File: config.mk
export PLATFORM = sky130hd
export DESIGN_NAME = wzh_front
export DESIGN_NICKNAME = d
export VERILOG_FILES = /design/src/rtl/core/assert_macros.svh /design/src/rtl/core/wzh_pkg.sv /design/src/rtl/core/wzh_front.sv
export SDC_FILE = /design/constraint.sdc
export NUM_CORES = 1
export LEC_CHECK = 0
export BUFFER_PORTS_ARGS = -buffer_cell sky130_fd_sc_hd__buf_4
export CAP_MARGIN = 10
export CORE_MARGIN = 2
export CORE_UTILIZATION = 56
export DETAILED_ROUTE_END_ITERATION = 6
export PLACE_DENSITY = 0.74
export SLEW_MARGIN = 20
export SYNTH_ARGS = -nofsm -noshare
export SYNTH_HDL_FRONTEND = slang
export SYNTH_SLANG_ARGS = --single-unit
File: constraint.sdc
create_clock -name i_clk -period 6.9 [get_ports i_clk]
set_input_delay 0.345 -clock i_clk [delete_from_list [all_inputs] [get_ports i_clk]]
set_output_delay 0.345 -clock i_clk [all_outputs]
set_load 0.005 [all_outputs]
File: src/rtl/core/assert_macros.svh
// Assertion macros shared by the peak finder RTL.
`ifndef ASSERT_MACROS_SVH
`define ASSERT_MACROS_SVH

// A property that must hold at every rising clock edge outside reset.
`define ASSERT_CLK(lbl, clk, rstn, prop, msg) \
    lbl: assert property (@(posedge clk) disable iff (!rstn) prop) \
        else $error(msg);

// A condition that must never be seen outside reset.
`define ASSERT_NEVER(lbl, clk, rstn, cond, msg) \
    lbl: assert property (@(posedge clk) disable iff (!rstn) !(cond)) \
        else $error(msg);

`endif

File: src/rtl/core/wzh_pkg.sv
// Types and constants shared by the weighted z histogram peak finder.
`default_nettype none

package wzh_pkg;

    localparam int Z_W       = 16;
    localparam int PT_W      = 20;
    localparam int ETA_W     = 14;
    localparam int LOG2_W    = 5;
    localparam int LIMIT_W   = 13;
    localparam int SUM_W     = 32;
    localparam int BIN_OUT_W = 16;
    localparam int CFG_IDX_W = 2;
    localparam int CFG_DAT_W = 20;
    localparam int TAG_W     = 8;

    // Histogram covers z0 in [-30000, 30000) hundredths of a millimetre.
    localparam logic signed [Z_W:0] Z_HALF = 17'sd30000;

    // off * 2^L / 60000 = (off << (L-5)) / 1875. With a reciprocal rounded up
    // to 38 fractional bits the quotient is exact for every numerator below 2^27.
    localparam int RECIP_W          = 28;
    localparam int RECIP_FRAC       = 38;
    localparam int RECIP_SHIFT_BASE = RECIP_FRAC + 5;
    localparam logic [RECIP_W-1:0] Z_RECIP =
        RECIP_W'(((64'd1 << RECIP_FRAC) + 64'd1874) / 64'd1875);

    localparam logic [LOG2_W-1:0] LOG2_MIN = 5'd8;

    // Configuration register indexes.
    localparam logic [CFG_IDX_W-1:0] CFG_BINS_LOG2  = 2'd0;
    localparam logic [CFG_IDX_W-1:0] CFG_CUT_ENABLE = 2'd1;
    localparam logic [CFG_IDX_W-1:0] CFG_PT_MINIMUM = 2'd2;
    localparam logic [CFG_IDX_W-1:0] CFG_ETA_LIMIT  = 2'd3;

    localparam logic [LOG2_W-1:0]  RST_BINS_LOG2  = 5'd8;
    localparam logic [PT_W-1:0]    RST_PT_MINIMUM = 20'd1000;
    localparam logic [LIMIT_W-1:0] RST_ETA_LIMIT  = 13'd3072;

    typedef struct packed {
        logic [LOG2_W-1:0]  bins_log2;
        logic               cut_enable;
        logic [PT_W-1:0]    pt_minimum;
        logic [LIMIT_W-1:0] eta_limit;
    } t_track_cfg;

endpackage

`default_nettype wire

File: src/rtl/core/wzh_front.sv
// Front end: takes tracks, applies the cuts and range check, and works out the bin index.
`default_nettype none

module wzh_front #(
    parameter int BIN_W = 16
) (
    input  logic                                 i_clk,
    input  logic                                 i_rst_n,
    input  wzh_pkg::t_track_cfg                  i_cfg,
    input  logic                                 i_hold,
    input  logic                                 i_valid,
    output logic                                 o_stall,
    input  logic signed [wzh_pkg::Z_W-1:0]       i_track_z0,
    input  logic        [wzh_pkg::PT_W-1:0]      i_track_pt,
    input  logic signed [wzh_pkg::ETA_W-1:0]     i_track_eta,
    input  logic                                 i_track_present,
    input  logic                                 i_event_end,
    output logic                                 o_push,
    output logic [BIN_W+wzh_pkg::PT_W+1:0]       o_job,
    input  logic                                 i_q_ready
);
    import wzh_pkg::*;

    localparam int PROD_W = Z_W + RECIP_W;
    localparam int IDX_LSB = RECIP_SHIFT_BASE - BIN_W;
    localparam logic [LOG2_W-1:0] BIN_W_V = LOG2_W'(BIN_W);

    logic signed [Z_W:0]   z_ext;
    logic [Z_W:0]          off_sum;
    logic                  in_range;
    logic [ETA_W-1:0]      eta_raw;
    logic [ETA_W-1:0]      eta_mag;
    logic                  cut_fail;
    logic                  keep;
    logic [LOG2_W-1:0]     b_eff;
    logic                  accept;
    logic                  r2_need;
    logic                  adv2;
    logic [BIN_W-1:0]      idx_full;
    logic [BIN_W-1:0]      idx;

    logic                  r1_valid;
    logic                  r1_keep;
    logic                  r1_end;
    logic [Z_W-1:0]        r1_off;
    logic [PT_W-1:0]       r1_pt;
    logic [LOG2_W-1:0]     r1_shift;

    logic                  r2_valid;
    logic                  r2_keep;
    logic                  r2_end;
    logic [PT_W-1:0]       r2_pt;
    logic [LOG2_W-1:0]     r2_shift;
    logic [PROD_W-1:0]     r2_prod;

    assign z_ext    = {i_track_z0[Z_W-1], i_track_z0};
    assign in_range = (z_ext >= -Z_HALF) && (z_ext < Z_HALF);
    assign off_sum  = unsigned'(z_ext + Z_HALF);

    // The magnitude of the most negative eta still fits, as 8192.
    assign eta_raw  = unsigned'(i_track_eta);
    assign eta_mag  = eta_raw[ETA_W-1] ? (~eta_raw + ETA_W'(1)) : eta_raw;
    assign cut_fail = i_cfg.cut_enable &&
                      ((i_track_pt < i_cfg.pt_minimum) ||
                       (eta_mag > ETA_W'(i_cfg.eta_limit)));
    assign keep     = i_track_present && in_range && !cut_fail;

    always_comb begin
        if (i_cfg.bins_log2 < LOG2_MIN) begin
            b_eff = LOG2_MIN;
        end else if (i_cfg.bins_log2 > BIN_W_V) begin
            b_eff = BIN_W_V;
        end else begin
            b_eff = i_cfg.bins_log2;
        end
    end

    // Words that neither hit a bin nor end the event go no further.
    assign r2_need = r2_keep || r2_end;
    assign adv2    = !r2_valid || !r2_need || i_q_ready;
    assign o_stall = i_hold || (r1_valid && !adv2);
    assign accept  = i_valid && !o_stall;

    assign idx_full = r2_prod[IDX_LSB +: BIN_W];
    assign idx      = idx_full >> r2_shift;
    assign o_push   = r2_valid && r2_need && i_q_ready;
    assign o_job    = {r2_keep, r2_end, r2_pt, idx};

    always_ff @(posedge i_clk) begin
        if (!i_rst_n) begin
            r1_valid <= 1'b0;
            r2_valid <= 1'b0;
        end else begin
            if (accept) begin
                r1_valid <= 1'b1;
            end else if (adv2) begin
                r1_valid <= 1'b0;
            end
            if (adv2) begin
                r2_valid <= r1_valid;
            end
        end
    end

    always_ff @(posedge i_clk) begin
        if (accept) begin
            r1_keep  <= keep;
            r1_end   <= i_event_end;
            r1_off   <= off_sum[Z_W-1:0];
            r1_pt    <= i_track_pt;
            r1_shift <= BIN_W_V - b_eff;
        end
        if (adv2 && r1_valid) begin
            r2_keep  <= r1_keep;
            r2_end   <= r1_end;
            r2_pt    <= r1_pt;
            r2_shift <= r1_shift;
            r2_prod  <= PROD_W'(r1_off) * PROD_W'(Z_RECIP);
        end
    end

endmodule

`default_nettype wire

==> out/qor.csv, run 1 <==
metric,value,unit
FILL cells,1681,
Internal,0.003440,W
CP required,6.99,ns
CTS tree,built,
largest net degree at the start of global routing,45,
die area,0.02226,sq mm
slowest CP cell,fa_1,
total negative slack,0,ns
DP Wirelength,23490,microns
Placer Congestion,0.9846,
CP endpoint kind,register,
Net Sw Frac,49.71,%
DRC marker count from the first detailed-route iteration,364,
first-pass GRT wire length,43020,microns
Die Wd,149.2,microns
vias in the first global route,8663,
R2R depth,19,
sequential fraction of the synthesis area,22.21,%
layout cells sized above 1,13.37,%
total track usage,25.43,%
# DRC,0,
syn_area_per_cell,10.31,sq um
post_cts resized,0,
fmax,0.1576,GHz
Worst path depth,19,
vias per cell,5.356,
drt wl/cell,17.20,microns
TritonCTS Buffers,9,
# IOs,136,
VDD IR max,0.4787,mV
diode count,0,
final WL,26850,microns
min Tclk post-route,6.347,ns
WHS Path Cells,1,
PortBufs,135,
critical-path cell list,fa_1 > inv_1 > fa_1 > fa_1 > inv_1 > fa_1 > inv_1 > fa_1 > inv_1 > fa_1 > ha_1 > nand2_1 > nor2_2 > a211oi_1 > a31oi_1 > a211o_2 > a21oi_2 > o21ai_0 > xor2_1,
die height,149.2,microns
critical path's top delay family,adder cells,
"EDFF count, synth",86,
Reg power frac,12.2,%
hold crit path type,in -> reg,
hold_buf cts,0,
post-synthesis cell area,0.01181,sq mm
most repeated library cell on the critical path,fa_1,
number of setup buffers added after CTS,0,
"Max FO, Critical Path",7,
Max Buffers Root-to-Sink,2,
CP startpoint kind,register,
syn nets,1594,
RSZ-0062 raised after global routing,false,
first-pass iteration count of the detailed router,7,
maxcap violations,0,
"Top FF cell, synth",edfxtp_1,
status,"finished, final reports clean",
Final Hold Violating Endpoints,0,
#FFs+latches synth,88,
Setup-failing EPs final,0,
Synthesis Warnings,0,
post-synthesis async set-or-reset flop share,0,%
peak per-stage delay on the critical path,0.73,ns
worst skew pair latency,0.35,ns
Final Cell Area,0.01349,sq mm
synthesized netlist cell count,1145,
Layout Nets,1730,
Tcrit/Tclk final,91.99,%
Worst Tran Pin Value,1.013,ns
clk root buf,clkbuf_16,
PwrDens,507.2,mW/mm^2
Total Power,0.006841,W
Max H-tree Level,3,
total number of vias,8361,
CP Buf/Inv Count,4,
initial antenna violation count,0,
Worst Skew,0.01024,ns
Max-slew headroom,32.49,%
core area,0.02089,sq mm
GRT overflow,0,
"Slew Viols, Final",0,
Setup CP Type,reg -> reg,
post-place instance area,0.01314,sq mm
Cell Rows,53,
Leak,6.835,nW
R2R setup slack,0.55,ns
clock power share,7.8,%
combinational fraction of design power,80.0,%
post-route ant nets,0,
critical path arrival,6.44,ns
NetSw,0.003401,W
Clock transition at path regs,0.06,ns
Starting Density,56.53,%
area delta synth->final,14.24,%
clock sink total,88,
Netlist cell types,62,
logic make-up (layout without fill, tap and decap cells):
family          count (synthesis)  in the layout  synth area share [%]
flops                          88             88                 22.21
simple gates                  161            161                 6.549
fa+ha+maj                     353            353                 47.13
xor+xnor                       38             38                 2.819
mux                            20             20                 1.748
buf+inv                       311            452                 9.971
compound gates                174            174                 9.569
layout make-up:
type / count / area (sq um) / share of cell area [%]
Clock buffer: 9 / 225.2 / 1.670
Clock inverter: 7 / 106.4 / 0.7884
Inverter: 296 / 1111 / 8.237
Multi-Input combinational cell: 746 / 8016 / 59.43
Sequential cell: 88 / 2623 / 19.44
Tap cell: 275 / 344.1 / 2.551
Timing Repair Buffer: 140 / 1064 / 7.884
Yosys cell counts, types with 6 or more instances:
| cell | n | area [sq um] |
|---|---|---|
| inv_1 | 296 | 1111 |
| ha_1 | 200 | 2502 |
| fa_1 | 153 | 3063 |
| edfxtp_1 | 86 | 2582 |
| a21oi_1 | 57 | 285.3 |
| nand2_1 | 52 | 195.2 |
| nor2_1 | 36 | 135.1 |
| xnor2_1 | 25 | 219.0 |
| o21ai_0 | 24 | 120.1 |
| a21o_1 | 21 | 157.7 |
| nor3_1 | 16 | 80.08 |
| mux2i_1 | 15 | 150.1 |
| a211oi_1 | 14 | 105.1 |
| xor2_1 | 13 | 113.9 |
| clkbuf_1 | 11 | 41.29 |
| nand4_1 | 10 | 62.56 |
| nand2b_1 | 8 | 50.05 |
| nor2b_1 | 8 | 50.05 |
| a31oi_1 | 6 | 37.54 |
| nand3_1 | 6 | 30.03 |
| o21ai_1 | 6 | 30.03 |
final timing paths:
check                    from     endpoint
hold / removal    i_event_end       r1_end
setup / recovery   r1_off[13]  r2_prod[38]
setup reg to reg   r1_off[13]  r2_prod[38]
hold reg to reg   r1_shift[4]  r2_shift[4]
layout by cell type, fill, tap and decap left out, drive strengths merged, types with 3 or more instances in the layout:
cell type	instances
nor2b	8
nor2	37
nor3	16
xnor2	25
and2	3
a21boi	3
a211o	3
inv	297
mux2	5
or2	4
buf	140
a31oi	6
a21oi	58
a21o	21
o21bai	5
a211oi	14
clkbuf	9
nand3	6
edfxtp	86
o31ai	5
ha	200
clkinv	3
nand2b	8
o21a	5
and3	4
o21ai	30
nand4	10
or4	3
or3	4
xor2	13
fa	153
o211ai	4
nand2	53
mux2i	15
per-stage QoR:
step / instances / worst slack (ns) / hold WS [ns] / util, %
after floorplan: 1145 / 0.9970 / 0.4003 / -
after global placement: 1544 / 0.6054 / 0.4007 / 62.89
after detailed placement: 1544 / 0.5393 / 0.4045 / 62.89
after CTS: 1560 / 0.5261 / 0.1568 / 64.48
after global routing: 1561 / 0.2008 / 0.1585 / 64.58
final: 1561 / 0.5530 / 0.1736 / 64.58
power groups by stage:
stage / sequential [W] / combinational [W] / clock, W
4_1_cts: 0.000833 / 0.00548 / 0.000545
6_report: 0.000832 / 0.00547 / 0.000535
5_1_grt: 0.000840 / 0.00627 / 0.000564
3_5_place_dp: 0.000844 / 0.00543 / 0
2_1_floorplan: 0.000831 / 0.00415 / 0
3_3_place_gp: 0.000841 / 0.00533 / 0
worst reg2reg max path, cell delays in order (launching register included):
cell and delay [ns]:
edfxtp_1 0.53, fa_1 0.73, inv_1 0.09, fa_1 0.54
fa_1 0.56, inv_1 0.05, fa_1 0.53, inv_1 0.06
fa_1 0.52, inv_1 0.05, fa_1 0.48, ha_1 0.37
nand2_1 0.10, nor2_2 0.05, a211oi_1 0.19, a31oi_1 0.19
a211o_2 0.36, a21oi_2 0.34, o21ai_0 0.18, xor2_1 0.17
flip-flops by register name (all words and copies together) (netlist names), 5 cells and up:
register,flops
r1_pt,20
r2_pt,20
r1_off,16
r2_prod,16
r1_shift,5
r2_shift,5
metal layers:
| metal | track usage (%) | share of wire, % |
|---|---|---|
| met5 | 0 | 0 |
| met4 | 8.952 | 3.3 |
| met3 | 5.046 | 6.2 |
| met2 | 42.63 | 48 |
| met1 | 33.06 | 43 |
Note: power is estimated with default switching activity, not from simulation.
==> run 2: changes to the inputs <==
- clock period: 6.9 -> 7.7 ns (I/O delays scaled with it)
==> run 2 against run 1 <==
  * Critical path depth unchanged
  * Clock skew up 0.00050 ns
  * Total power shrank 11%
  * Hold slack improved by 0.044 ns
  * Clock-buffer cell count rose by 1
  * Highest routed layer unchanged
  * Cell count down 0.19%
  * Non-clock buffer count decreased by 3
  * Worst setup slack improved by 0.75 ns
  * Final area is 0.37% lower
  * Via count hardly changed
  * Sequential power decreased by 10%
==> out/qor.csv, run 2 (synthesis results as in run 1) <==
metric,value,unit
"non-filler cells, final",1558,
worst reg2reg endpoint,r2_prod[40],
"Max FO, Critical Path",7,
number of setup buffers added after CTS,0,
worst skew pair latency,0.34,ns
Internal,0.003050,W
vias per cell,5.370,
NetSw,0.003039,W
Leak,6.809,nW
TritonCTS Buffers,9,
most repeated library cell on the critical path,fa_1,
Max H-tree Level,3,
"commonest non-fill, non-tap cells in the layout","296 x inv_1, 200 x ha_1, 153 x fa_1, 136 x buf_4, 86 x edfxtp_1",
RSZ-0062 raised after global routing,false,
drt wl/cell,17.24,microns
hold_buf cts,0,
critical path arrival,6.49,ns
DRC marker count from the first detailed-route iteration,398,
min Tclk post-route,6.393,ns
r2r startpoint,r1_off[13],
clock sink total,88,
placed insts,1541,
fmax,0.1564,GHz
vias in the first global route,8689,
Tcrit/Tclk final,83.03,%
total negative slack,0,ns
die area,0.02226,sq mm
R2R setup slack,1.31,ns
first-pass iteration count of the detailed router,5,
PortBufs,135,
Cell Rows,53,
DP Wirelength,23380,microns
Clock transition at path regs,0.07,ns
CP required,7.79,ns
total number of vias,8366,
Placer Congestion,0.9873,
first-pass GRT wire length,43600,microns
critical-path cell list,fa_1 > inv_1 > fa_1 > fa_1 > inv_1 > fa_1 > inv_1 > fa_1 > inv_1 > fa_1 > ha_1 > nand2_1 > o21ai_0 > a31oi_1 > or2_0 > a31oi_1 > a41oi_2 > a31o_1 > xnor2_1,
WHS Path Cells,1,
Total Power,0.006089,W
largest net degree at the start of global routing,45,
GRT overflow,0,
CP endpoint kind,register,
top flop regs,"r1_pt (20), r2_pt (20)",
post-route ant nets,0,
Worst Skew,0.01074,ns
clock power share,7.1,%
combinational fraction of design power,80.6,%
initial antenna violation count,0,
# DRC,0,
total track usage,25.57,%
status,"finished, final reports clean",
core area,0.02089,sq mm
VDD IR max,0.4111,mV
slowest CP cell,fa_1,
Setup CP Type,reg -> reg,
CP startpoint kind,register,
Setup-failing EPs final,0,
# IOs,136,
post_cts resized,0,
Reg power frac,12.3,%
"Slew Viols, Final",0,
maxcap violations,0,
Worst Tran Pin Value,1.028,ns
Max Buffers Root-to-Sink,2,
Starting Density,56.53,%
Layout Nets,1727,
diode count,0,
peak per-stage delay on the critical path,0.74,ns
PwrDens,453.1,mW/mm^2
CTS tree,built,
FILL cells,1716,
Min Hold Slack,0.2175,ns
layout cells sized above 1,13.09,%
hold crit path type,in -> reg,
clk root buf,clkbuf_16,
final WL,26860,microns
Critical Path End,r2_prod[40],
Final Hold Violating Endpoints,0,
area delta synth->final,13.82,%
crit path from,r1_off[13],
die height,149.2,microns
Net Sw Frac,49.91,%
R2R depth,19,
"commonest non-fill, non-tap cell in the layout",inv_1,
Max-slew headroom,31.46,%
Die Wd,149.2,microns
==> run 2: stage by stage <==
step,setup slack [ns],utilization (%),instance area (sq um)
5_1_grt,0.9158,64.34,13440
3_5_place_dp,1.300,62.79,13120
4_1_cts,1.276,64.20,13410
6_report,1.307,64.34,13440
3_3_place_gp,1.414,62.79,13120
2_1_floorplan,1.797,-,11810
==> run 2: critical path, delay by kind of cell (launching register included) <==
family	cells	cell delay, ns
XOR/XNOR	1	0.13
AND/OR/NAND/NOR	2	0.32
AO/OA/AOI/OAI	5	1.15
adder cells (fa/ha/maj)	7	3.76
flip-flops	1	0.53
buffers and inverters	4	0.28
==> run 2: layout make-up <==
class / count / area, sq um / area share (%)
Multi-Input combinational cell: 746 / 8016 / 59.65
Clock buffer: 10 / 229.0 / 1.704
Inverter: 296 / 1111 / 8.267
Clock inverter: 6 / 67.56 / 0.5027
Sequential cell: 88 / 2623 / 19.51
Tap cell: 275 / 344.1 / 2.560
Timing Repair Buffer: 137 / 1049 / 7.802
==> run 2: worst min path at each step <==
stage	startpoint	to	slack, ns
6_report	i_event_end	r1_end	0.22
5_1_grt	i_event_end	r1_end	0.21
4_1_cts	i_event_end	r1_end	0.20
3_5_place_dp	r1_pt[3]	r2_pt[3]	0.41
3_3_place_gp	r1_pt[15]	r2_pt[15]	0.40
2_1_floorplan	r1_end	r2_end	0.40
==> run 2: power groups by stage <==
stage	Clock, W	Combinational (W)	Sequential (W)
5_1_grt	0.000461	0.00564	0.000755
6_report	0.000435	0.00491	0.000748
4_1_cts	0.000443	0.00490	0.000748
2_1_floorplan	0	0.00372	0.000745
3_5_place_dp	0	0.00486	0.000758
3_3_place_gp	0	0.00476	0.000757
==> run 2: per-layer routing <==
metal  up-vias  global-route usage [%]  part of all wire, %
met3        36                   4.618                  6.2
met1      4050                   32.88                   42
met5         -                       0                    0
met4         0                   7.095                  2.4
li1       4028                       -                    -
met2       252                   44.54                   49
