===== config.mk =====
export PLATFORM = sky130hd
export DESIGN_NAME = wzh_queue
export DESIGN_NICKNAME = d
export VERILOG_FILES = /design/src/rtl/core/wzh_queue.sv
export VERILOG_INCLUDE_DIRS = /design/src /design/src/rtl/core
export SDC_FILE = /design/constraint.sdc
export NUM_CORES = 1
export LEC_CHECK = 0
export BUFFER_PORTS_ARGS = -buffer_cell sky130_fd_sc_hd__buf_4
export CAP_MARGIN = 20
export CORE_MARGIN = 3
export CORE_UTILIZATION = 57
export CTS_CLUSTER_DIAMETER = 100
export DETAILED_ROUTE_END_ITERATION = 12
export GPL_ROUTABILITY_DRIVEN = 1
export PLACE_DENSITY = 0.75
export SYNTH_ARGS = -nofsm -noshare
export SYNTH_HDL_FRONTEND = slang
export SYNTH_SLANG_ARGS = --single-unit

===== constraint.sdc =====
create_clock -name i_clk -period 2.73 [get_ports i_clk]
set_clock_uncertainty 0.15 [all_clocks]
set_input_delay 0.1365 -clock i_clk [delete_from_list [all_inputs] [get_ports i_clk]]
set_output_delay 0.1365 -clock i_clk [all_outputs]
set_load 0.01 [all_outputs]

===== src/rtl/core/assert_macros.svh =====
// Assertion macros shared by the peak finder RTL.
`ifndef ASSERT_MACROS_SVH
`define ASSERT_MACROS_SVH

// A property that must hold at every rising clock edge outside reset.
`define ASSERT_CLK(lbl, clk, rstn, prop, msg) \
    lbl: assert property (@(posedge clk) disable iff (!rstn) prop) \
        else $error(msg);

// A condition that must never be seen outside reset.
`define ASSERT_NEVER(lbl, clk, rstn, cond, msg) \
    lbl: assert property (@(posedge clk) disable iff (!rstn) !(cond)) \
        else $error(msg);

`endif


===== src/rtl/core/wzh_queue.sv =====
// Short queue of bin jobs between the front end and the histogram engine.
`default_nettype none
`include "assert_macros.svh"

module wzh_queue #(
    parameter int WIDTH = 38,
    parameter int DEPTH = 4
) (
    input  logic             i_clk,
    input  logic             i_rst_n,
    input  logic             i_push,
    input  logic [WIDTH-1:0] i_data,
    output logic             o_ready,
    output logic             o_valid,
    output logic [WIDTH-1:0] o_data,
    input  logic             i_pop
);
    localparam int PTR_W = $clog2(DEPTH);
    localparam logic [PTR_W:0] DEPTH_V = (PTR_W+1)'(DEPTH);
    localparam logic [PTR_W-1:0] LAST = PTR_W'(DEPTH - 1);

    logic [WIDTH-1:0] r_slots [0:DEPTH-1];
    logic [PTR_W-1:0] r_wr_ptr;
    logic [PTR_W-1:0] r_rd_ptr;
    logic [PTR_W:0]   r_count;
    logic             do_push;
    logic             do_pop;

    assign o_ready = (r_count != DEPTH_V);
    assign o_valid = (r_count != '0);
    assign o_data  = r_slots[r_rd_ptr];
    assign do_push = i_push && o_ready;
    assign do_pop  = i_pop && o_valid;

    always_ff @(posedge i_clk) begin
        if (!i_rst_n) begin
            r_wr_ptr <= '0;
            r_rd_ptr <= '0;
            r_count  <= '0;
        end else begin
            if (do_push) begin
                r_wr_ptr <= (r_wr_ptr == LAST) ? '0 : r_wr_ptr + PTR_W'(1);
            end
            if (do_pop) begin
                r_rd_ptr <= (r_rd_ptr == LAST) ? '0 : r_rd_ptr + PTR_W'(1);
            end
            if (do_push && !do_pop) begin
                r_count <= r_count + (PTR_W+1)'(1);
            end else if (do_pop && !do_push) begin
                r_count <= r_count - (PTR_W+1)'(1);
            end
        end
    end

    always_ff @(posedge i_clk) begin
        if (do_push) begin
            r_slots[r_wr_ptr] <= i_data;
        end
    end

    `ASSERT_NEVER(a_no_overflow, i_clk, i_rst_n, i_push && !o_ready, "queue written while full")

endmodule

`default_nettype wire


==> results of run 1 <==
==> flip-flops by register name, summed over array words and instances (netlist names), named ones only <==
| signal | count |
|---|---|
| r_count | 3 |
| r_rd_ptr | 2 |
| r_slots | 152 |
| r_wr_ptr | 2 |
==> report_power, final <==
part	leakage, nW	total, mW	internal (mW)	switching (mW)
registers	1.47	3.12	3.01	0.115
logic	0.937	1.60	0.865	0.737
clock network	0.277	2.28	1.38	0.896
total	2.68	7.00	5.26	1.75
==> per-layer routing <==
layer  vias up  track usage (%)  routed length [um]
met2        92             31.1                5370
met5         -                0                   0
li1       1318                -                   -
met1      1494             25.1                4310
met4         0             8.57                 114
met3        11             5.55                 571
==> worst min path at each step <==
stage | slack, ns | to
final | 0.21 | r_slots[0][18]$_DFFE_PP_
after global routing | 0.18 | r_slots[3][18]$_DFFE_PP_
after CTS | 0.19 | r_slots[3][29]$_DFFE_PP_
after detailed placement | 0.19 | r_slots[1][18]$_DFFE_PP_
after global placement | 0.18 | r_slots[2][33]$_DFFE_PP_
after floorplan | 0.09 | r_slots[0][0]$_DFFE_PP_
==> per-stage QoR <==
step	total power [mW]	utilization [%]
2_1_floorplan	4.09	-
3_3_place_gp	4.70	67.4
3_5_place_dp	4.74	67.4
4_1_cts	7.08	77.6
5_1_grt	7.32	77.6
6_report	7.00	77.6
==> final cells by class <==
class / count / area (sq um) / share of cell area [%]
clock buffers: 17 / 414 / 5.36
clock inverters: 15 / 166 / 2.15
inverters: 3 / 11.3 / 0.146
multi-input cells: 75 / 1140 / 14.8
flip-flops and latches: 161 / 4750 / 61.5
well taps: 133 / 166 / 2.15
repair buffers: 129 / 1080 / 13.9
==> layout by cell type, fill, tap and decap left out <==
cell type and count:
clkbuf_16 16, fa_1 1, o31ai_1 1, nand4_1 1, and3_2 4, clkbuf_8 1
mux4_2 38, nor2b_1 1, inv_6 1, and2_1 1, mux2i_1 2, xnor2_1 1
nand2_1 5, nor2_1 2, o21ai_1 1, dfxtp_1 7, clkinv_4 1, bufinv_16 3
ha_1 6, xor2_1 1, dlygate4sd3_1 43, o21ai_0 3, nand3_1 2, clkinv_1 1
clkinv_2 5, edfxtp_1 152, and2_4 1, or3_2 2, or3b_1 1, inv_1 3
dfxtp_2 2, buf_4 86, a21boi_0 1, clkinvlp_4 4
==> critical path, delay by kind of cell (launching register included) <==
family	cells	cell delay, ns
fa+ha+maj	2	0.56
simple gates	3	0.87
compound gates	1	0.17
flops	1	0.43
buf+inv	1	0.06
xor+xnor	1	0.18
==> timing repair <==
| action | CTS | global route |
|---|---|---|
| resized for setup | 0 | 0 |
| hold endpoints to repair | 161 | 0 |
| hold buffers | 43 | 0 |
==> logic make-up after synthesis <==
kind of cell | share of synthesized area [%]
flops | 79.5
mux | 14.7
simple gates | 1.97
buf+inv | 1.34
fa+ha+maj | 1.59
compound gates | 0.587
xor+xnor | 0.294
==> impl_metrics.ini, run 1 <==
[run_status]
run_status = finished, final reports clean

[placed_design]
place_area_sq_um = 6710
gp_congestion = 0.747
hpwlAfterDp_um = 5900
dpl.cell_count = 458
numPortBuffers = 81
dp_slack_ns = 0.247

[power_and_ir_drop]
ir_drop_uv = 550
p_per_area_nw_per_um2 = 907
leakagePower_nw = 2.68

[floorplanning]
initial_core_util_pct = 59.9
die_w_um = 108
die-area_sq_um = 11700
fp-row-count = 36
core-area_sq_um = 9950
ios = 82
die_y_um = 108

[clock_tree]
clockBufferDepth = 2
root_buffer = clkbuf_8
insertion_delay_ns = 0.51
clock-sinks = 161
cts_made_buffers = 17
tritoncts = built
cts_setup_buffers = 0
clk_pin_slew_ns = 0.06
cts-htree-levels = 4

[logic_synthesis]
synth_area_leaders = edfxtp_1 (77%), mux4_2 (14%), dfxtp_1 (3.0%)
ys_seq_area_share_pct = 79.5
synth_cell_types = 27
syn-num-nets = 298
synth_area_leader_cell = edfxtp_1
synth_ff_type = edfxtp_1
synthArstFlopShare_pct = 0
netlist_area_sq_um = 5970
synth_warnings = 0
synth_top_area_share_pct = 76.5
synth-seq-cells = 161
synth.avg_cell_area_sq_um = 24.0
synth_edf_count = 152
yosysMostFrequentCell = edfxtp_1
synth_cells = 249
synth_common_cells = edfxtp_1 (152), mux4_2 (38), dfxtp_1 (9)

[global_route]
grt_use_total_pct = 19.4
grt_pass1_vias = 3108
antenna_found_initial = 0
grt_max_degree = 39
grt_pass1_wl_um = 16400
grt_overflow = 0

[cells_and_area]
nFillCells = 512
postLayoutCellArea_sq_um = 7720
instances_no_fill = 533
antenna_cells = 0
layout.nets = 436
layout-drive-gt1-share_pct = 41.0
area_growth_pct = 29.4

[critical_path]
cp.required_ns = 3.02
setup.worst_path.start_class = flop
slowest_stage = dfxtp_1
cpPeakStageDelay_ns = 0.43
critPathLaunch = r_count[0]$_SDFFE_PN0P_
crit_path_end = r_count[2]$_SDFFE_PN0P_
cp_max_fo = 7
endpoint_kind = flop
r2r_end = r_count[2]$_SDFFE_PN0P_
reg2reg_from = r_count[0]$_SDFFE_PN0P_
crit_type = flop to flop
cp_cell_sequence = or3b_1 > and2_4 > ha_1 > inv_1 > fa_1 > xor2_1 > or3_2 > a21boi_0
cp.arrival_ns = 2.77
r2r_slack_ns = 0.25
rr_worst_depth = 8

[detailed_routing]
vias = 2915
via_per_inst = 5.47
drc = 0
drt_iter0_drc = 151
ant_nets = 0
firstDrtPassIters = 4
wl_per_cell_um = 19.5
finalWirelength_um = 10400

[sta]
postLayoutSetupSlackWorst_ns = 0.250
fmax_ghz = 0.403
worst_pin_slew_ns = 1.02
finalCritPeriodShare_pct = 90.8
final-setup-viol-count = 0
fin_setup_tns_ns = 0
rsz0062_at_grt = no
finalMaxSlewViolations = 0
hold_viol = 0
min_period_ns = 2.48
hold-worst-slack_ns = 0.215
maxSlewHeadroom_pct = 31.8

[min_path]
hp-class = input port to flop
hp-start = i_data[18]
hold_depth = 2

[job]
maxCapViolCount = 0
Note: power is estimated with default switching activity, not from simulation.
==> run 2: changes to the inputs <==
==> constraint.sdc (replaced) <==
create_clock -name i_clk -period 2.73 [get_ports i_clk]
set_clock_uncertainty 0.15 [all_clocks]
set_input_delay 0 -clock i_clk [delete_from_list [all_inputs] [get_ports i_clk]]
set_output_delay 0 -clock i_clk [all_outputs]
set_load 0.01 [all_outputs]
==> run 2 against run 1 <==
  * Cell area up 0.21%
  * Fmax fell by 0.70%
  * Flip-flop and latch count did not move
  * Highest routed layer unchanged
  * First-iteration DRC count up 7.9%
  * Global-route usage rose by 1.2 points
  * Sequential share of layout area decreased by 0.13 points
  * Core utilization rose by 0.16 points
==> impl_metrics.ini, run 2 (synthesis results as in run 1) <==
[run_status]
run_status = finished, final reports clean

[sta]
worst_pin_slew_ns = 1.02
min_period_ns = 2.50
finalCritPeriodShare_pct = 91.5
maxSlewHeadroom_pct = 32.0
hold_viol = 0
fin_setup_tns_ns = 0
postLayoutSetupSlackWorst_ns = 0.233
rsz0062_at_grt = no
finalMaxSlewViolations = 0
fmax_ghz = 0.400
final-setup-viol-count = 0

[cells_and_area]
layout-drive-gt1-share_pct = 39.9
regArea_sq_um = 4750
layout_common_cells = edfxtp_1 (152), buf_4 (85), dlygate4sd3_1 (42), mux4_2 (38), clkbuf_16 (16)
final_common_cell = edfxtp_1
layout.nets = 434
largest_reg_flops = 152
top_register = r_slots
nFillCells = 512
area_growth_pct = 29.7
reg_top3 = r_slots x152, r_count x3
antenna_cells = 0
multiInputGateArea_sq_um = 1140

[critical_path]
reg2reg_from = r_count[2]$_SDFFE_PN0P_
setup.worst_path.start_class = flop
r2r_slack_ns = 0.23
slowest_stage = dlygate4sd3_1
cp_cell_sequence = or3b_1 > and2_4 > ha_1 > xnor2_1 > and2_1 > dlygate4sd3_1
endpoint_kind = flop
crit_type = flop to flop
cp_max_fo = 7
cp.arrival_ns = 2.75
cp.required_ns = 2.98
cpPeakStageDelay_ns = 0.55
rr_worst_depth = 6
r2r_end = r_count[0]$_SDFFE_PN0P_

[clock_tree]
cts_made_buffers = 17
clockBufferDepth = 2
tritoncts = built
cts-htree-levels = 4
cts_setup_buffers = 0
root_buffer = clkbuf_8
insertion_delay_ns = 0.51
clock-sinks = 161
clk_pin_slew_ns = 0.06

[placed_design]
gp_congestion = 0.737
numPortBuffers = 81
dp_slack_ns = 0.287
hpwlAfterDp_um = 5750

[detailed_routing]
firstDrtPassIters = 4
vias = 2921
ant_nets = 0
finalWirelength_um = 10900
via_per_inst = 5.50
drt_iter0_drc = 163
drc = 0
wl_per_cell_um = 20.5

[global_route]
grt_overflow = 0
grt_use_total_pct = 20.6
antenna_found_initial = 0
grt_pass1_wl_um = 17200
grt_max_degree = 39
grt_pass1_vias = 3203

[power_and_ir_drop]
p_per_area_nw_per_um2 = 926
ir_drop_uv = 662
leakagePower_nw = 2.69

[floorplanning]
die_y_um = 108
ios = 82
fp-row-count = 36
initial_core_util_pct = 59.9
core-area_sq_um = 9950
die-area_sq_um = 11700
die_w_um = 108

[job]
maxCapViolCount = 0

[min_path]
hold_depth = 2
hp-class = input port to flop
hold_path_end = r_slots[1][27]$_DFFE_PP_
hp-start = i_data[27]
run 2: changes by cell type in the layout (fill, tap and decap cells not counted), sizes merged:
cell         before  now
clkinvlp          4    1
bufinv            3    5
inv               4    3
dlygate4sd3      43   42
buf              86   85
clkinv            7    6
clkbuf           17   20
run 2: worst max-delay path, delay by kind of cell, from the launching register on:
kind | cells | cell delay [ns]
XOR/XNOR | 1 | 0.14
adder cells (fa/ha/maj) | 1 | 0.35
buffers and inverters | 1 | 0.55
flip-flops | 1 | 0.38
AND/OR/NAND/NOR | 3 | 0.82
run 2: power breakdown:
group          leakage, nW  total [mW]  switching [mW]  internal (mW)
Clock                0.298        2.44           0.873           1.57
Sequential            1.47        3.11          0.0972           3.01
Combinational        0.929        1.62           0.755          0.864
run 2: worst max path at each step:
stage	startpoint	end	slack (ns)	cells past startpoint
2_1_floorplan	r_count[0]$_SDFFE_PN0P_	r_count[2]$_SDFFE_PN0P_	0.38	7
3_3_place_gp	r_count[0]$_SDFFE_PN0P_	r_count[2]$_SDFFE_PN0P_	0.39	8
3_5_place_dp	r_count[0]$_SDFFE_PN0P_	r_count[2]$_SDFFE_PN0P_	0.29	8
4_1_cts	r_count[1]$_SDFFE_PN0P_	r_count[0]$_SDFFE_PN0P_	0.25	6
5_1_grt	r_count[0]$_SDFFE_PN0P_	r_count[2]$_SDFFE_PN0P_	0.09	8
6_report	r_count[2]$_SDFFE_PN0P_	r_count[0]$_SDFFE_PN0P_	0.23	6
run 2: cell type report:
cell class,count,area share (%)
Timing Repair Buffer,127,13.7
Inverter,3,0.146
Clock buffer,20,5.50
Tap cell,133,2.15
Sequential cell,161,61.3
Multi-Input combinational cell,75,14.7
Clock inverter,12,2.44
run 2: layer usage:
metal	wire length, um	up-vias	global-route usage, %	share of wire, %
met5	0	-	0	0
met4	236	0	9.38	2.2
met3	655	22	4.90	6.0
met2	5660	106	34.3	52
met1	4320	1479	26.0	40
li1	-	1314	-	-
run 2: timing repair:
action / in CTS / in global routing
gates resized for setup: 0 / 0
hold endpoints to repair: 161 / 0
setup endpoints to repair: 0 / 0
hold buffers: 42 / 0
run 2: stage by stage:
step	total power [mW]	hold slack (ns)	std cells	instance area, sq um	utilization [%]
global route	7.47	0.0554	531	7740	77.7
detailed placement	4.73	0.0527	457	6700	67.3
CTS	7.22	0.0475	531	7740	77.7
global placement	4.69	0.0498	457	6700	67.3
floorplan	4.09	-0.0511	249	5970	-
finish	7.16	0.0733	531	7740	77.7
==> run 3: changes to the inputs <==
--- a/config.mk
+++ b/config.mk
@@ -9,11 +9,13 @@
 export BUFFER_PORTS_ARGS = -buffer_cell sky130_fd_sc_hd__buf_4
 export CAP_MARGIN = 20
 export CORE_MARGIN = 3
-export CORE_UTILIZATION = 57
+export CORE_UTILIZATION = 59
+export CTS_BUF_LIST = sky130_fd_sc_hd__clkbuf_8
 export CTS_CLUSTER_DIAMETER = 100
 export DETAILED_ROUTE_END_ITERATION = 12
 export GPL_ROUTABILITY_DRIVEN = 1
-export PLACE_DENSITY = 0.75
+export PLACE_DENSITY = 0.79
+export SKIP_CTS_REPAIR_TIMING = 1
 export SYNTH_ARGS = -nofsm -noshare
 export SYNTH_HDL_FRONTEND = slang
 export SYNTH_SLANG_ARGS = --single-unit
==> run 3 against run 2 <==
  * Sequential power is essentially flat
  * Core utilization shrank 0.89 points
  * Total power is 11% lower
  * Critical path depth rose by 2
  * First-iteration DRC count grew 31%
  * Global-route usage down 2.2 points
  * Cell count unchanged
==> impl_metrics.ini, run 3 (synthesis results as in run 1) <==
[global_route]
grt.met1_usage_pct = 25.3
grt_overflow = 0
grt_pass1_vias = 2964
grt_pass1_wl_um = 15400
grt_max_degree = 39
antenna_found_initial = 0
use_met2_pct = 28.5
use_met3_pct = 5.71
grt-busiest-layer = met2
grt_use_total_pct = 18.4

[critical_path]
cp_max_fo = 7
cp.required_ns = 2.93
setup.worst_path.start_class = flop
crit_type = flop to flop
cp.arrival_ns = 2.73
endpoint_kind = flop

[min_path]
hp-class = input port to flop

[run_status]
run_status = finished, final reports clean

[sta]
hold-worst-slack_ns = 0.159
postLayoutSetupSlackWorst_ns = 0.202
rsz0062_at_grt = no
worst_pin_slew_ns = 1.02
finalMaxSlewViolations = 0
maxSlewHeadroom_pct = 31.7
fin_setup_tns_ns = 0
fmax_ghz = 0.396
finalCritPeriodShare_pct = 92.6
final-setup-viol-count = 0
min_period_ns = 2.53
hold_viol = 0

[placed_design]
numPortBuffers = 81
dp_slack_ns = 0.233
dpl.cell_count = 456
place_area_sq_um = 6720
gp_congestion = 0.698
hpwlAfterDp_um = 5710

[detailed_routing]
drt_iter0_drc = 213
finalWirelength_um = 10100
firstDrtPassIters = 4
via_per_inst = 5.42
drc = 0
wl_per_cell_um = 19.1
ant_nets = 0
vias = 2876

[power_and_ir_drop]
power_switching_mw = 1.70
clkPwrFrac_pct = 26.2
p_seq_share_pct = 48.8
intPower_mw = 4.70
switching_share_pct = 26.6
leakagePower_nw = 2.59
pwr-share-comb_pct = 25.0
ir_drop_uv = 538
p_per_area_nw_per_um2 = 849
fin_total_pwr_mw = 6.41

[clock_tree]
clockBufferDepth = 2
clock-sinks = 161
tritoncts = built
cts-htree-levels = 4
insertion_delay_ns = 0.43
root_buffer = clkbuf_8
clk_pin_slew_ns = 0.08
cts_made_buffers = 17

[cells_and_area]
final_common_cell = edfxtp_1
fin_util_pct = 76.8
nFillCells = 527
instances_no_fill = 531
layout_common_cells = edfxtp_1 (152), buf_4 (82), dlygate4sd3_1 (43), mux4_2 (38), clkbuf_8 (17)
antenna_cells = 0
reg_top3 = r_slots x152, r_count x3
largest_reg_flops = 152
top_register = r_slots
layout-drive-gt1-share_pct = 40.5
postLayoutCellArea_sq_um = 7550
area_growth_pct = 26.5
layout.nets = 434

[floorplanning]
initial_core_util_pct = 60.8
die-area_sq_um = 11400
die_w_um = 107
ios = 82
core-area_sq_um = 9820
die_y_um = 107
fp-row-count = 36

[job]
maxCapViolCount = 0
[run 3: cell types whose count changed in the layout (fill, tap and decap cells not counted), moves of 2 or more]
cell and delta:
clkinv_2 -2, clkbuf_1 -3, bufinv_16 -3, buf_12 +2
buf_4 -3, clkbuf_8 +16, clkbuf_16 -16, inv_6 +3
clkinv_4 +3
[run 3: area by class of cell]
class                      count  area (sq um)  area share [%]
timing repair buffer         127          1090            14.4
tap                          133           166            2.21
multi-input combinational     75          1140            15.1
sequential                   161          4750            62.9
clock buffer                  17           234            3.10
clock inverter                15           160            2.12
inverter                       3          11.3           0.149
[run 3: worst max-delay path, stage by stage (launching register included)]
cell and delay, ns:
dfxtp_1 0.44, or3b_1 0.27, and2_4 0.20, ha_1 0.19, inv_1 0.06, fa_1 0.38, xor2_1 0.18, or3_2 0.40
a21boi_0 0.19
[run 3: power by group through the flow]
stage	Combinational, mW	Sequential (mW)	Clock [mW]
floorplan	0.980	3.11	0
global placement	1.54	3.16	0
detailed placement	1.57	3.18	0
CTS	1.57	3.13	1.70
global route	1.73	3.16	1.81
finish	1.60	3.12	1.68
[run 3: metal layers]
| metal | up-vias | wire length (um) |
|---|---|---|
| met3 | 7 | 534 |
| met2 | 93 | 5210 |
| met5 | - | 0 |
| met1 | 1461 | 4320 |
| met4 | 0 | 72 |
| li1 | 1315 | - |
[run 3: path summary, 6_finish.rpt]
| path | startpoint | to | slack, ns | cells past startpoint |
|---|---|---|---|---|
| min | i_data[35] | r_slots[1][35]$_DFFE_PP_ | 0.16 | 2 |
| min reg2reg | r_wr_ptr[1]$_SDFFE_PN0P_ | r_wr_ptr[1]$_SDFFE_PN0P_ | 0.38 | 2 |
| max reg2reg | r_count[0]$_SDFFE_PN0P_ | r_count[2]$_SDFFE_PN0P_ | 0.20 | 8 |
| max | r_count[0]$_SDFFE_PN0P_ | r_count[2]$_SDFFE_PN0P_ | 0.20 | 8 |
